### config.mk
export PLATFORM = sky130hd
export DESIGN_NAME = sync_header_frame_parser_unit
export DESIGN_NICKNAME = d
export VERILOG_FILES = /design/src/design/shfp_pkg.sv /design/src/design/shfp_payload_path.sv /design/src/design/sync_header_frame_parser_unit.sv
export VERILOG_INCLUDE_DIRS = /design/src /design/src/design
export SDC_FILE = /design/constraint.sdc
export NUM_CORES = 1
export LEC_CHECK = 0
export BUFFER_PORTS_ARGS = -buffer_cell sky130_fd_sc_hd__buf_2
export CAP_MARGIN = 20
export CELL_PAD_IN_SITES_DETAIL_PLACEMENT = 1
export CELL_PAD_IN_SITES_GLOBAL_PLACEMENT = 1
export CORE_MARGIN = 8
export CORE_UTILIZATION = 48
export DETAILED_ROUTE_END_ITERATION = 16
export PLACE_DENSITY = 0.89
export SYNTH_ARGS = -nofsm -noshare
export SYNTH_HDL_FRONTEND = slang
export SYNTH_SLANG_ARGS = --single-unit
export TNS_END_PERCENT = 1
### constraint.sdc
create_clock -name clk -period 4.8 [get_ports clk]
set_clock_uncertainty 0.05 [all_clocks]
set_input_delay 0.48 -clock clk [delete_from_list [all_inputs] [get_ports clk]]
set_output_delay 0.48 -clock clk [all_outputs]
set_load 0.01 [all_outputs]
### src/design/sync_header_frame_parser_unit_defines.svh
// assertion helpers for the frame parser unit
`ifndef SYNC_HEADER_FRAME_PARSER_UNIT_DEFINES_SVH
`define SYNC_HEADER_FRAME_PARSER_UNIT_DEFINES_SVH

// same-cycle implication, checked out of reset
`define SHFP_ASSERT_IMPL(lbl, ante, cons) \
  lbl: assert property (@(posedge clk) disable iff (!rst_n) (ante) |-> (cons)) \
    else $error("shfp assertion failed");

// next-cycle implication, checked out of reset
`define SHFP_ASSERT_NEXT(lbl, ante, cons) \
  lbl: assert property (@(posedge clk) disable iff (!rst_n) (ante) |=> (cons)) \
    else $error("shfp assertion failed");

`endif

### src/design/shfp_pkg.sv
`timescale 1ns / 1ps
`default_nettype none
package shfp_pkg;

  // frame layout
  localparam int FRAME_BYTES = 16;
  localparam int CNT_W       = $clog2(FRAME_BYTES);
  localparam int PAYLOAD_W   = 96;
  localparam int SUM_W       = 12;
  localparam int CHK_W       = 16;

  localparam logic [7:0]       SYNC_FIRST  = 8'hAA;
  localparam logic [7:0]       SYNC_SECOND = 8'h55;
  localparam logic [CNT_W-1:0] FIRST_DATA  = CNT_W'(2);
  localparam logic [CNT_W-1:0] PAYLOAD_END = CNT_W'(14);
  localparam logic [CNT_W-1:0] LAST_IDX    = CNT_W'(FRAME_BYTES - 1);

  // sync phase
  typedef enum logic [2:0] {
    PH_HUNT    = 3'b001,
    PH_SECOND  = 3'b010,
    PH_COLLECT = 3'b100
  } phase_t;

  // control from the sequencer to the payload path
  typedef struct packed {
    logic shift_en;
    logic hi_en;
    logic clear;
  } path_ctl_t;

endpackage
`default_nettype wire

### src/design/shfp_payload_path.sv
`timescale 1ns / 1ps
`default_nettype none
module shfp_payload_path
  import shfp_pkg::*;
(
  input  wire logic                 clk,
  input  wire logic                 rst_n,
  input  wire path_ctl_t            ctl,
  input  wire logic [7:0]           rx_byte,
  output logic      [PAYLOAD_W-1:0] payload,
  output logic      [SUM_W-1:0]     sum,
  output logic      [7:0]           hi_byte
);

  logic [PAYLOAD_W-1:0] payload_r;
  logic [SUM_W-1:0]     sum_r;
  logic [SUM_W-1:0]     sum_nxt;
  logic [7:0]           hi_r;

  // payload bytes enter at the top, so the first one ends at bit 0
  always_ff @(posedge clk) begin
    if (ctl.shift_en) begin
      payload_r <= {rx_byte, payload_r[PAYLOAD_W-1:8]};
    end
    if (ctl.hi_en) begin
      hi_r <= rx_byte;
    end
  end

  // running additive checksum
  always_comb begin
    sum_nxt = sum_r;
    if (ctl.clear) begin
      sum_nxt = '0;
    end else if (ctl.shift_en) begin
      sum_nxt = sum_r + SUM_W'(rx_byte);
    end
  end

  always_ff @(posedge clk) begin
    if (!rst_n) begin
      sum_r <= '0;
    end else begin
      sum_r <= sum_nxt;
    end
  end

  assign payload = payload_r;
  assign sum     = sum_r;
  assign hi_byte = hi_r;

endmodule
`default_nettype wire

### src/design/sync_header_frame_parser_unit.sv
`timescale 1ns / 1ps
`default_nettype none
`include "sync_header_frame_parser_unit_defines.svh"
// Byte-stream frame parser: takes one received byte per request, hunts for the
// sync pair 0xAA 0x55 and then collects the rest of a 16-byte frame. Bytes 2..13
// come out as three little-endian 32-bit words together with checksum_ok, which
// is set when their 16-bit sum equals byte 14 (high) and byte 15 (low). Every
// byte is taken straight into the state register; the result of a frame is
// in the output register the cycle after its last byte is taken. A byte is
// accepted every cycle; a waiting result holds the input back only when the
// next byte would close another frame.
module sync_header_frame_parser_unit
  import shfp_pkg::*;
(
  input  wire logic        clk,
  input  wire logic        rst_n,
  input  wire logic        in_valid,
  output logic             in_stall,
  input  wire logic [7:0]  in_rx_byte,
  output logic             out_valid,
  input  wire logic        out_stall,
  output logic      [31:0] out_payload_word0,
  output logic      [31:0] out_payload_word1,
  output logic      [31:0] out_payload_word2,
  output logic             out_checksum_ok
);

  phase_t               phase_r, phase_nxt;
  logic [CNT_W-1:0]     count_r, count_nxt;
  logic                 out_valid_r, out_valid_nxt;
  logic [31:0]          word0_r, word1_r, word2_r;
  logic                 ok_r;
  logic                 in_accept;
  logic                 last_byte;
  logic                 emit;
  logic                 sum_match;
  path_ctl_t            ctl;
  logic [PAYLOAD_W-1:0] payload;
  logic [SUM_W-1:0]     sum;
  logic [7:0]           hi_byte;

  // next byte closes a frame
  assign last_byte = (phase_r == PH_COLLECT) && (count_r == LAST_IDX);
  assign in_stall  = out_valid_r && out_stall && last_byte;
  assign in_accept = in_valid && !in_stall;

  // sync and frame sequencer
  always_comb begin
    phase_nxt = phase_r;
    count_nxt = count_r;
    ctl       = '0;
    emit      = 1'b0;
    if (in_accept) begin
      case (phase_r)
        PH_SECOND: begin
          if (in_rx_byte == SYNC_SECOND) begin
            phase_nxt = PH_COLLECT;
            count_nxt = FIRST_DATA;
          end else begin
            phase_nxt = PH_HUNT;
            ctl.clear = 1'b1;
          end
        end
        PH_COLLECT: begin
          if (count_r < PAYLOAD_END) begin
            ctl.shift_en = 1'b1;
          end else if (count_r == PAYLOAD_END) begin
            ctl.hi_en = 1'b1;
          end
          if (count_r == LAST_IDX) begin
            emit      = 1'b1;
            phase_nxt = PH_HUNT;
            ctl.clear = 1'b1;
          end else begin
            count_nxt = count_r + 1'b1;
          end
        end
        default: begin
          if (in_rx_byte == SYNC_FIRST) begin
            phase_nxt = PH_SECOND;
          end
        end
      endcase
    end
  end

  always_ff @(posedge clk) begin
    if (!rst_n) begin
      phase_r <= PH_HUNT;
      count_r <= '0;
    end else begin
      phase_r <= phase_nxt;
      count_r <= count_nxt;
    end
  end

  shfp_payload_path u_path (
    .clk     (clk),
    .rst_n   (rst_n),
    .ctl     (ctl),
    .rx_byte (in_rx_byte),
    .payload (payload),
    .sum     (sum),
    .hi_byte (hi_byte)
  );

  // last byte is the low checksum byte
  assign sum_match = ({hi_byte, in_rx_byte} == {{(CHK_W-SUM_W){1'b0}}, sum});

  // result register
  always_comb begin
    out_valid_nxt = out_valid_r;
    if (emit) begin
      out_valid_nxt = 1'b1;
    end else if (!out_stall) begin
      out_valid_nxt = 1'b0;
    end
  end

  always_ff @(posedge clk) begin
    if (!rst_n) begin
      out_valid_r <= 1'b0;
    end else begin
      out_valid_r <= out_valid_nxt;
    end
  end

  always_ff @(posedge clk) begin
    if (emit) begin
      word0_r <= payload[31:0];
      word1_r <= payload[63:32];
      word2_r <= payload[95:64];
      ok_r    <= sum_match;
    end
  end

  assign out_valid         = out_valid_r;
  assign out_payload_word0 = word0_r;
  assign out_payload_word1 = word1_r;
  assign out_payload_word2 = word2_r;
  assign out_checksum_ok   = ok_r;

  // checks
  `SHFP_ASSERT_IMPL(a_no_overwrite, emit, !(out_valid_r && out_stall))
  `SHFP_ASSERT_NEXT(a_emit_restarts, emit, (phase_r == PH_HUNT) && out_valid_r)
  `SHFP_ASSERT_IMPL(a_collect_count, phase_r == PH_COLLECT, count_r >= FIRST_DATA)
  `SHFP_ASSERT_NEXT(a_first_sync,
    in_accept && (phase_r == PH_HUNT) && (in_rx_byte == SYNC_FIRST), phase_r == PH_SECOND)

endmodule
`default_nettype wire

==> metrics.log, run 1 <==
[metrics] total number of vias: 4022
[metrics] unrepaired setup endpoints after global routing: false
[metrics] cells taking the most area after synthesis: sky130_fd_sc_hd__edfxtp_1 (79%), sky130_fd_sc_hd__dfxtp_1 (5.2%), sky130_fd_sc_hd__ha_1 (1.6%)
[metrics] placed wire-length estimate after detailed placement: 10.75 mm
[metrics] Post-Synthesis Mean Instance Area: 19.47 µm²
[metrics] clock net sink count: 221
[metrics] Worst path max stage delay: 0.85 ns
[metrics] post-route antenna net violation count: 0
[metrics] wire length per cell: 20.88 µm
[metrics] sequence of cells on the critical path: nor3b_2 > nand4_1 > inv_4 > buf_4
[metrics] final wirelength: 15.75 mm
[metrics] Non-Filler Instances: 754
[metrics] Final setup violation count: 0
[metrics] total of flip-flops plus latches after synthesis: 221
[metrics] Worst Setup End Kind: flop
[metrics] First-pass DRT Iterations: 4
[metrics] Final Max Tran Viols: 0
[metrics] placed instance count: 714
[metrics] largest voltage drop on the vdd net: 0.2417 mV
[metrics] total of max-cap violations: 0
[metrics] final instance area: 9243 µm²
[metrics] Hold Violations, Final: 0
[metrics] top-area cell type share of the netlist area: 0.7889
[metrics] DRC Markers: 0
[metrics] routed via count divided by cell count: 5.334
[metrics] most frequent standard cell in the layout excluding fill and tap cells: sky130_fd_sc_hd__edfxtp_1
[metrics] Tightest Pin Transition: 1.079 ns
[metrics] most frequent cells in the layout: sky130_fd_sc_hd__edfxtp_1 (201), sky130_fd_sc_hd__buf_2 (110), sky130_fd_sc_hd__clkbuf_16 (23)
[metrics] layout cell share with drive strength beyond 1: 0.2937
[metrics] Die Outline Area: 20240 µm²
[metrics] CP Data Arrival Time: 3.26 ns
[metrics] clock period minus worst slack: 3.145 ns
[metrics] commonest register cell after synthesis: sky130_fd_sc_hd__edfxtp_1
[metrics] critical path's slowest cell: sky130_fd_sc_hd__inv_4
[metrics] H-Tree Level Count: 1
[metrics] overall track demand over capacity in global routing: 0.1531
[metrics] maximum clock frequency: 318.0 MHz
[metrics] max_slew headroom: 0.2750
[metrics] Mapped Nets: 416
[metrics] number of instances resized during post-cts repair: 0
[metrics] clock latency at the later pin of the worst-skew pair: 0.49 ns
[metrics] post-synthesis instance total: 393
[metrics] Max Fanout on Critical Path: 76
[metrics] number of synthesis warnings: 0
[metrics] overflow left after global routing: 0
[metrics] fraction of registers with async set/reset: 0
[metrics] area grow syn2layout: 20.80%
[metrics] first-pass GRT wire length: 23.86 mm
[metrics] filler instances: 1432
[metrics] Iteration-0 DRC Markers: 254
[metrics] Netlist Area Pre-Place: 7651 µm²
[metrics] clock tree from TritonCTS: done
[metrics] clk slew on worst S/H paths: 0.06 ns
[metrics] Root Buffer Master: sky130_fd_sc_hd__clkbuf_16
[metrics] Die Span Y: 142.3 µm
[metrics] layout net count: 545
[metrics] die width: 142.3 µm
[metrics] number of buffers on the longest clock path: 3
[metrics] number of global-route vias before repair: 4291
[metrics] dpl cell area: 8462 µm²
[metrics] power density relative to cell area: 422.3 nW/µm²
[metrics] Post-synth EDFFs: 201
[metrics] required time at the endpoint of the critical path: 4.92 ns
[metrics] site row count: 46
[metrics] Placer Congestion: 0.8923
[metrics] number of antenna violations at the first check in global routing: 0
[metrics] area of the core region: 15710 µm²
[metrics] sequential element share of the synthesized area: 0.8412
[metrics] number of setup buffers added after CTS: 0
[metrics] total power: 0.003903 W
[metrics] setup TNS: 0 ns
[metrics] standby leakage power: 3.182 nW
[metrics] cts-stage hold buffer count: 0
[metrics] Tcrit/Tclk final: 0.6552
[metrics] category of the worst setup path launch point: flop
[metrics] post-synth top area cell: sky130_fd_sc_hd__edfxtp_1
[metrics] maximum number of pins on one net before global-route repair: 81
[metrics] number of clock buffers inserted by TritonCTS: 22
[metrics] type of the setup path with the least slack: reg2reg
[metrics] number of antenna repair diodes: 0
[metrics] final standard cell utilization of the core: 0.5882
[metrics] Hold/Removal Path Class: in2reg
[metrics] result of the run: complete, no violations
[metrics] I/O pin count: 111
[metrics] Port-buffer cells: 110
[metrics] starting density of the core: 0.4869
[metrics] count of distinct cell types in the synthesized netlist: 56
-- sequential cells by signal (all words and copies together) (netlist names) --
| signal | cells |
|---|---|
| u_path.sum | 12 |
| count_r | 4 |
| out_payload_word0 | 32 |
| phase_r | 3 |
| u_path.hi_byte | 8 |
| out_payload_word1 | 32 |
| u_path.payload | 96 |
| out_checksum_ok | 1 |
| out_payload_word2 | 32 |
| out_valid | 1 |
-- cell families (layout without fill, tap and decap cells) --
logic type               Yosys count  after routing  synth area share
AO/OA/AOI/OAI                     67             67           0.06607
XOR/XNOR                           7              7          0.008013
adder cells (fa/ha/maj)           11             11           0.01897
buffers and inverters             14            159          0.007357
flip-flops                       221            221            0.8412
multiplexers                       3              3          0.003925
AND/OR/NAND/NOR                   70             70           0.05446
-- power breakdown --
group,internal [W],switching [W]
clock network,0.00112,0.000676
logic,0.0000135,0.0000260
registers,0.00207,0.0000000790
total,0.00320,0.000702
-- cell usage after synthesis (3+ instances only) --
cell and n:
sky130_fd_sc_hd__o2111ai_1 3, sky130_fd_sc_hd__a21oi_1 12, sky130_fd_sc_hd__nor4_1 6, sky130_fd_sc_hd__a31oi_1 3, sky130_fd_sc_hd__a211oi_1 8, sky130_fd_sc_hd__a211o_1 3, sky130_fd_sc_hd__clkbuf_1 4, sky130_fd_sc_hd__nor4bb_1 3
sky130_fd_sc_hd__nand4_1 4, sky130_fd_sc_hd__nand3_1 11, sky130_fd_sc_hd__a21o_1 3, sky130_fd_sc_hd__o211ai_1 4, sky130_fd_sc_hd__ha_1 10, sky130_fd_sc_hd__edfxtp_1 201, sky130_fd_sc_hd__xor2_1 4, sky130_fd_sc_hd__mux2i_1 3
sky130_fd_sc_hd__nand2_1 15, sky130_fd_sc_hd__dfxtp_1 20, sky130_fd_sc_hd__o21ai_0 6, sky130_fd_sc_hd__nor2_1 10, sky130_fd_sc_hd__nand4bb_1 3, sky130_fd_sc_hd__nand4b_1 3, sky130_fd_sc_hd__xnor2_1 3, sky130_fd_sc_hd__inv_1 6
sky130_fd_sc_hd__buf_2 3
-- through the flow --
stage / worst slack (ns) / hold WS [ns]
2_1_floorplan: 1.210 / 0.3503
3_3_place_gp: 1.896 / 0.3565
3_5_place_dp: 1.697 / 0.3610
4_1_cts: 1.709 / 0.1827
5_1_grt: 1.421 / 0.1914
6_report: 1.655 / 0.1995
-- layout make-up --
class | count | area (µm²) | area share
clock inverters | 7 | 117.6 | 0.01273
flip-flops and latches | 221 | 6436 | 0.6964
clock buffers | 33 | 663.1 | 0.07175
inverters | 7 | 31.28 | 0.003384
well taps | 216 | 270.3 | 0.02924
multi-input cells | 158 | 1159 | 0.1254
repair buffers | 112 | 565.5 | 0.06119
-- metal layers --
metal	wire length, µm	share of wire	global-route usage	up-vias
li1	-	-	-	1852
met1	6373	0.40	0.1791	2020
met2	8078	0.51	0.2721	127
met3	1091	0.069	0.04361	23
met4	203	0.013	0.03674	0
met5	0	0	0	-
-- worst paths after layout --
| path | startpoint | to | slack [ns] | cells after the start |
|---|---|---|---|---|
| hold / removal | in_rx_byte[0] | u_path.hi_byte[0]$_DFFE_PP_ | 0.20 | 1 |
| hold reg to reg | u_path.payload[5]$_DFFE_PP_ | out_payload_word0[5]$_DFFE_PP_ | 0.37 | 0 |
| setup / recovery | phase_r[2]$_SDFFE_PN0P_ | out_payload_word1[1]$_DFFE_PP_ | 1.65 | 4 |
| setup reg to reg | phase_r[2]$_SDFFE_PN0P_ | out_payload_word1[1]$_DFFE_PP_ | 1.65 | 4 |
-- worst max-delay path, delay by kind of cell (launching register included) --
family	cells	cell delay [ns]
flip-flops	1	0.46
AND/OR/NAND/NOR	2	0.95
buffers and inverters	2	1.28
Note: power is estimated with default switching activity, not from simulation.
==> run 2: changes to the inputs <==
--- a/config.mk
+++ b/config.mk
@@ -6,14 +6,15 @@
 export SDC_FILE = /design/constraint.sdc
 export NUM_CORES = 1
 export LEC_CHECK = 0
+export ABC_AREA = 1
 export BUFFER_PORTS_ARGS = -buffer_cell sky130_fd_sc_hd__buf_2
 export CAP_MARGIN = 20
 export CELL_PAD_IN_SITES_DETAIL_PLACEMENT = 1
 export CELL_PAD_IN_SITES_GLOBAL_PLACEMENT = 1
 export CORE_MARGIN = 8
-export CORE_UTILIZATION = 48
+export CORE_UTILIZATION = 43
 export DETAILED_ROUTE_END_ITERATION = 16
-export PLACE_DENSITY = 0.89
+export PLACE_DENSITY = 0.86
 export SYNTH_ARGS = -nofsm -noshare
 export SYNTH_HDL_FRONTEND = slang
 export SYNTH_SLANG_ARGS = --single-unit
==> constraint.sdc (replaced) <==
create_clock -name clk -period 2.8 [get_ports clk]
set_clock_uncertainty 0.05 [all_clocks]
set_input_delay 0.28 -clock clk [delete_from_list [all_inputs] [get_ports clk]]
set_output_delay 0.28 -clock clk [all_outputs]
set_load 0.01 [all_outputs]
==> run 2 against run 1 <==
  * Via count is 4.1% lower
  * Routed wire length is 7.9% lower
  * Register-to-register slack worse by 0.90 ns
  * Setup slack worse by 0.92 ns
  * Synthesized area is 2.4% lower
  * Sequential power is 71% higher
  * Core utilization is 5.7 points lower
  * Non-clock buffer count is 5 higher
  * Synthesized cell count is 7.1% higher
  * Final area is 1.5% lower
==> metrics.log, run 2 <==
[metrics] Final setup violation count: 0
[metrics] Final Max Tran Viols: 0
[metrics] CP Data Arrival Time: 2.40 ns
[metrics] cts-stage hold buffer count: 1
[metrics] layout cell share with drive strength beyond 1: 0.2852
[metrics] Min Hold Slack: 0.02265 ns
[metrics] clock tree from TritonCTS: done
[metrics] result of the run: complete, no violations
[metrics] area of the core region: 17120 µm²
[metrics] number of clock buffers inserted by TritonCTS: 22
[metrics] number of instances resized during post-cts repair: 0
[metrics] top-count cell post-synth: sky130_fd_sc_hd__edfxtp_1
[metrics] logic gate share of total power: 0.009
[metrics] Hold/Removal Path Class: in2reg
[metrics] number of antenna violations at the first check in global routing: 0
[metrics] area grow syn2layout: 21.85%
[metrics] total number of vias: 3856
[metrics] Port-buffer cells: 110
[metrics] first-pass GRT wire length: 22.87 mm
[metrics] required time at the endpoint of the critical path: 3.13 ns
[metrics] Tcrit/Tclk final: 0.7378
[metrics] wire length per cell: 18.12 µm
[metrics] setup TNS: 0 ns
[metrics] max reg flops: 96
[metrics] top-area cell type share of the netlist area: 0.8082
[metrics] standby leakage power: 3.247 nW
[metrics] Netlist Area Pre-Place: 7468 µm²
[metrics] cell-internal power: 0.005191 W
[metrics] I/O pin count: 111
[metrics] cells taking the most area after synthesis: sky130_fd_sc_hd__edfxtp_1 (81%), sky130_fd_sc_hd__dfxtp_1 (5.4%), sky130_fd_sc_hd__nand2_1 (3.0%)
[metrics] Placer Congestion: 0.8873
[metrics] Die Span Y: 147.8 µm
[metrics] number of synthesis warnings: 0
[metrics] part of the power in the clock network: 0.434
[metrics] post-synthesis instance total: 421
[metrics] die width: 147.8 µm
[metrics] Worst Setup End Kind: flop
[metrics] overflow left after global routing: 0
[metrics] clk slew on worst S/H paths: 0.07 ns
[metrics] commonest register cell after synthesis: sky130_fd_sc_hd__edfxtp_1
[metrics] total of max-cap violations: 0
[metrics] Tightest Pin Transition: 0.6325 ns
[metrics] Iteration-0 DRC Markers: 268
[metrics] maximum number of pins on one net before global-route repair: 98
[metrics] post-synth top area cell: sky130_fd_sc_hd__edfxtp_1
[metrics] category of the worst setup path launch point: input pin
[metrics] sequential element share of the synthesized area: 0.8618
[metrics] Max Fanout on Critical Path: 5
[metrics] placed wire-length estimate after detailed placement: 9.903 mm
[metrics] Mapped Nets: 444
[metrics] largest voltage drop on the vdd net: 0.4206 mV
[metrics] starting density of the core: 0.4363
[metrics] routed via count divided by cell count: 4.820
[metrics] site row count: 48
[metrics] top cells by instance count after synthesis: sky130_fd_sc_hd__edfxtp_1 (201), sky130_fd_sc_hd__nand2_1 (59), sky130_fd_sc_hd__nor2_1 (32), sky130_fd_sc_hd__inv_1 (22), sky130_fd_sc_hd__dfxtp_1 (20)
[metrics] number of global-route vias before repair: 4241
[metrics] unrepaired setup endpoints after global routing: false
[metrics] overall track demand over capacity in global routing: 0.1316
[metrics] Die Outline Area: 21840 µm²
[metrics] Hold Violations, Final: 0
[metrics] DRC Markers: 0
[metrics] part of the total power dissipated in sequential elements: 0.557
[metrics] Post-synth EDFFs: 201
[metrics] total of flip-flops plus latches after synthesis: 221
[metrics] layout net count: 582
[metrics] number of antenna repair diodes: 0
[metrics] power density relative to cell area: 699.3 nW/µm²
[metrics] clock net sink count: 221
[metrics] final wirelength: 14.50 mm
[metrics] post-route antenna net violation count: 0
[metrics] clock latency at the later pin of the worst-skew pair: 0.49 ns
[metrics] Root Buffer Master: sky130_fd_sc_hd__clkbuf_16
[metrics] type of the setup path with the least slack: in2reg
[metrics] H-Tree Level Count: 1
[metrics] count of distinct cell types in the synthesized netlist: 26
[metrics] max_slew headroom: 0.5768
[metrics] maximum clock frequency: 484.1 MHz
[metrics] First-pass DRT Iterations: 4
[metrics] fraction of registers with async set/reset: 0
[metrics] number of buffers on the longest clock path: 3
[metrics] switch share: 0.1843
[metrics] switching power total: 0.001173 W
[metrics] clock period minus worst slack: 2.066 ns
[metrics] most frequent cells in the layout: sky130_fd_sc_hd__edfxtp_1 (201), sky130_fd_sc_hd__buf_2 (110), sky130_fd_sc_hd__nand2_1 (58)
[metrics] Post-Synthesis Mean Instance Area: 17.74 µm²
[metrics] most frequent standard cell in the layout excluding fill and tap cells: sky130_fd_sc_hd__edfxtp_1
[metrics] number of setup buffers added after CTS: 0
run 2: worst max-delay path: stages:
cell and delay [ns]:
sky130_fd_sc_hd__dlygate4sd3_1 0.53, sky130_fd_sc_hd__buf_2 0.15, sky130_fd_sc_hd__ha_1 0.23, sky130_fd_sc_hd__fa_1 0.42, sky130_fd_sc_hd__nand2_1 0.12, sky130_fd_sc_hd__nand2_1 0.06
sky130_fd_sc_hd__nand2_1 0.12, sky130_fd_sc_hd__nor2_1 0.05, sky130_fd_sc_hd__nor2_1 0.16, sky130_fd_sc_hd__nor2_4 0.07, sky130_fd_sc_hd__nand3_1 0.08, sky130_fd_sc_hd__nand2_1 0.05
sky130_fd_sc_hd__inv_1 0.04, sky130_fd_sc_hd__nor2_1 0.03
run 2: worst paths after layout:
check,from,to,slack (ns),depth (start not counted)
max,in_rx_byte[0],u_path.sum[10]$_SDFFE_PP0P_,0.73,14
min,in_rx_byte[4],u_path.hi_byte[4]$_DFFE_PP_,0.02,1
max reg2reg,phase_r[1]$_SDFFE_PN0P_,u_path.sum[2]$_SDFFE_PP0P_,0.75,9
min reg2reg,u_path.payload[7]$_DFFE_PP_,out_payload_word0[7]$_DFFE_PP_,0.37,0
run 2: kinds of logic after synthesis:
| kind of cell | after synthesis | share of synthesized area |
|---|---|---|
| DFF | 221 | 0.8618 |
| and+or+nand+nor | 127 | 0.07455 |
| buffers and inverters | 27 | 0.01424 |
| AOI/OAI and AO/OA | 25 | 0.01826 |
| adders and majority gates | 11 | 0.01943 |
| xor gates and xnor gates | 10 | 0.01173 |
run 2: metrics by stage:
stage | util | power (W) | area [µm²] | setup slack [ns] | std cells
after floorplan | - | 0.003644 | 7505 | -0.009308 | 421
after global placement | 0.4899 | 0.003668 | 8386 | 0.8780 | 758
after detailed placement | 0.4899 | 0.003671 | 8386 | 0.7877 | 758
after CTS | 0.5311 | 0.006448 | 9090 | 0.7208 | 799
after global routing | 0.5317 | 0.006563 | 9100 | 0.6080 | 800
final | 0.5317 | 0.006364 | 9100 | 0.7341 | 800
run 2: metal layers:
metal  up-vias  wire length [µm]  track usage
met5         -                 0            0
met2       106              7224       0.2346
met1      1913              6117       0.1533
li1       1813                 -            -
met4         0               272      0.03927
met3        24               881      0.03363
run 2: final cells by class:
type                            instances  area, µm²
Timing Repair Buffer                  117      633.1
Multi-Input combinational cell        173      950.9
Clock inverter                         11      86.33
Inverter                               24      98.84
Clock buffer                           29      608.1
Tap cell                              225      281.5
Sequential cell                       221       6441
Fill cell                            1669       8016
run 2: power by group through the flow:
stage	Clock (W)	Combinational, W	Sequential [W]
global route	0.00296	0.0000628	0.00354
detailed placement	0	0.0000549	0.00362
global placement	0	0.0000514	0.00362
floorplan	0	0.0000279	0.00362
CTS	0.00285	0.0000562	0.00354
finish	0.00276	0.0000565	0.00355
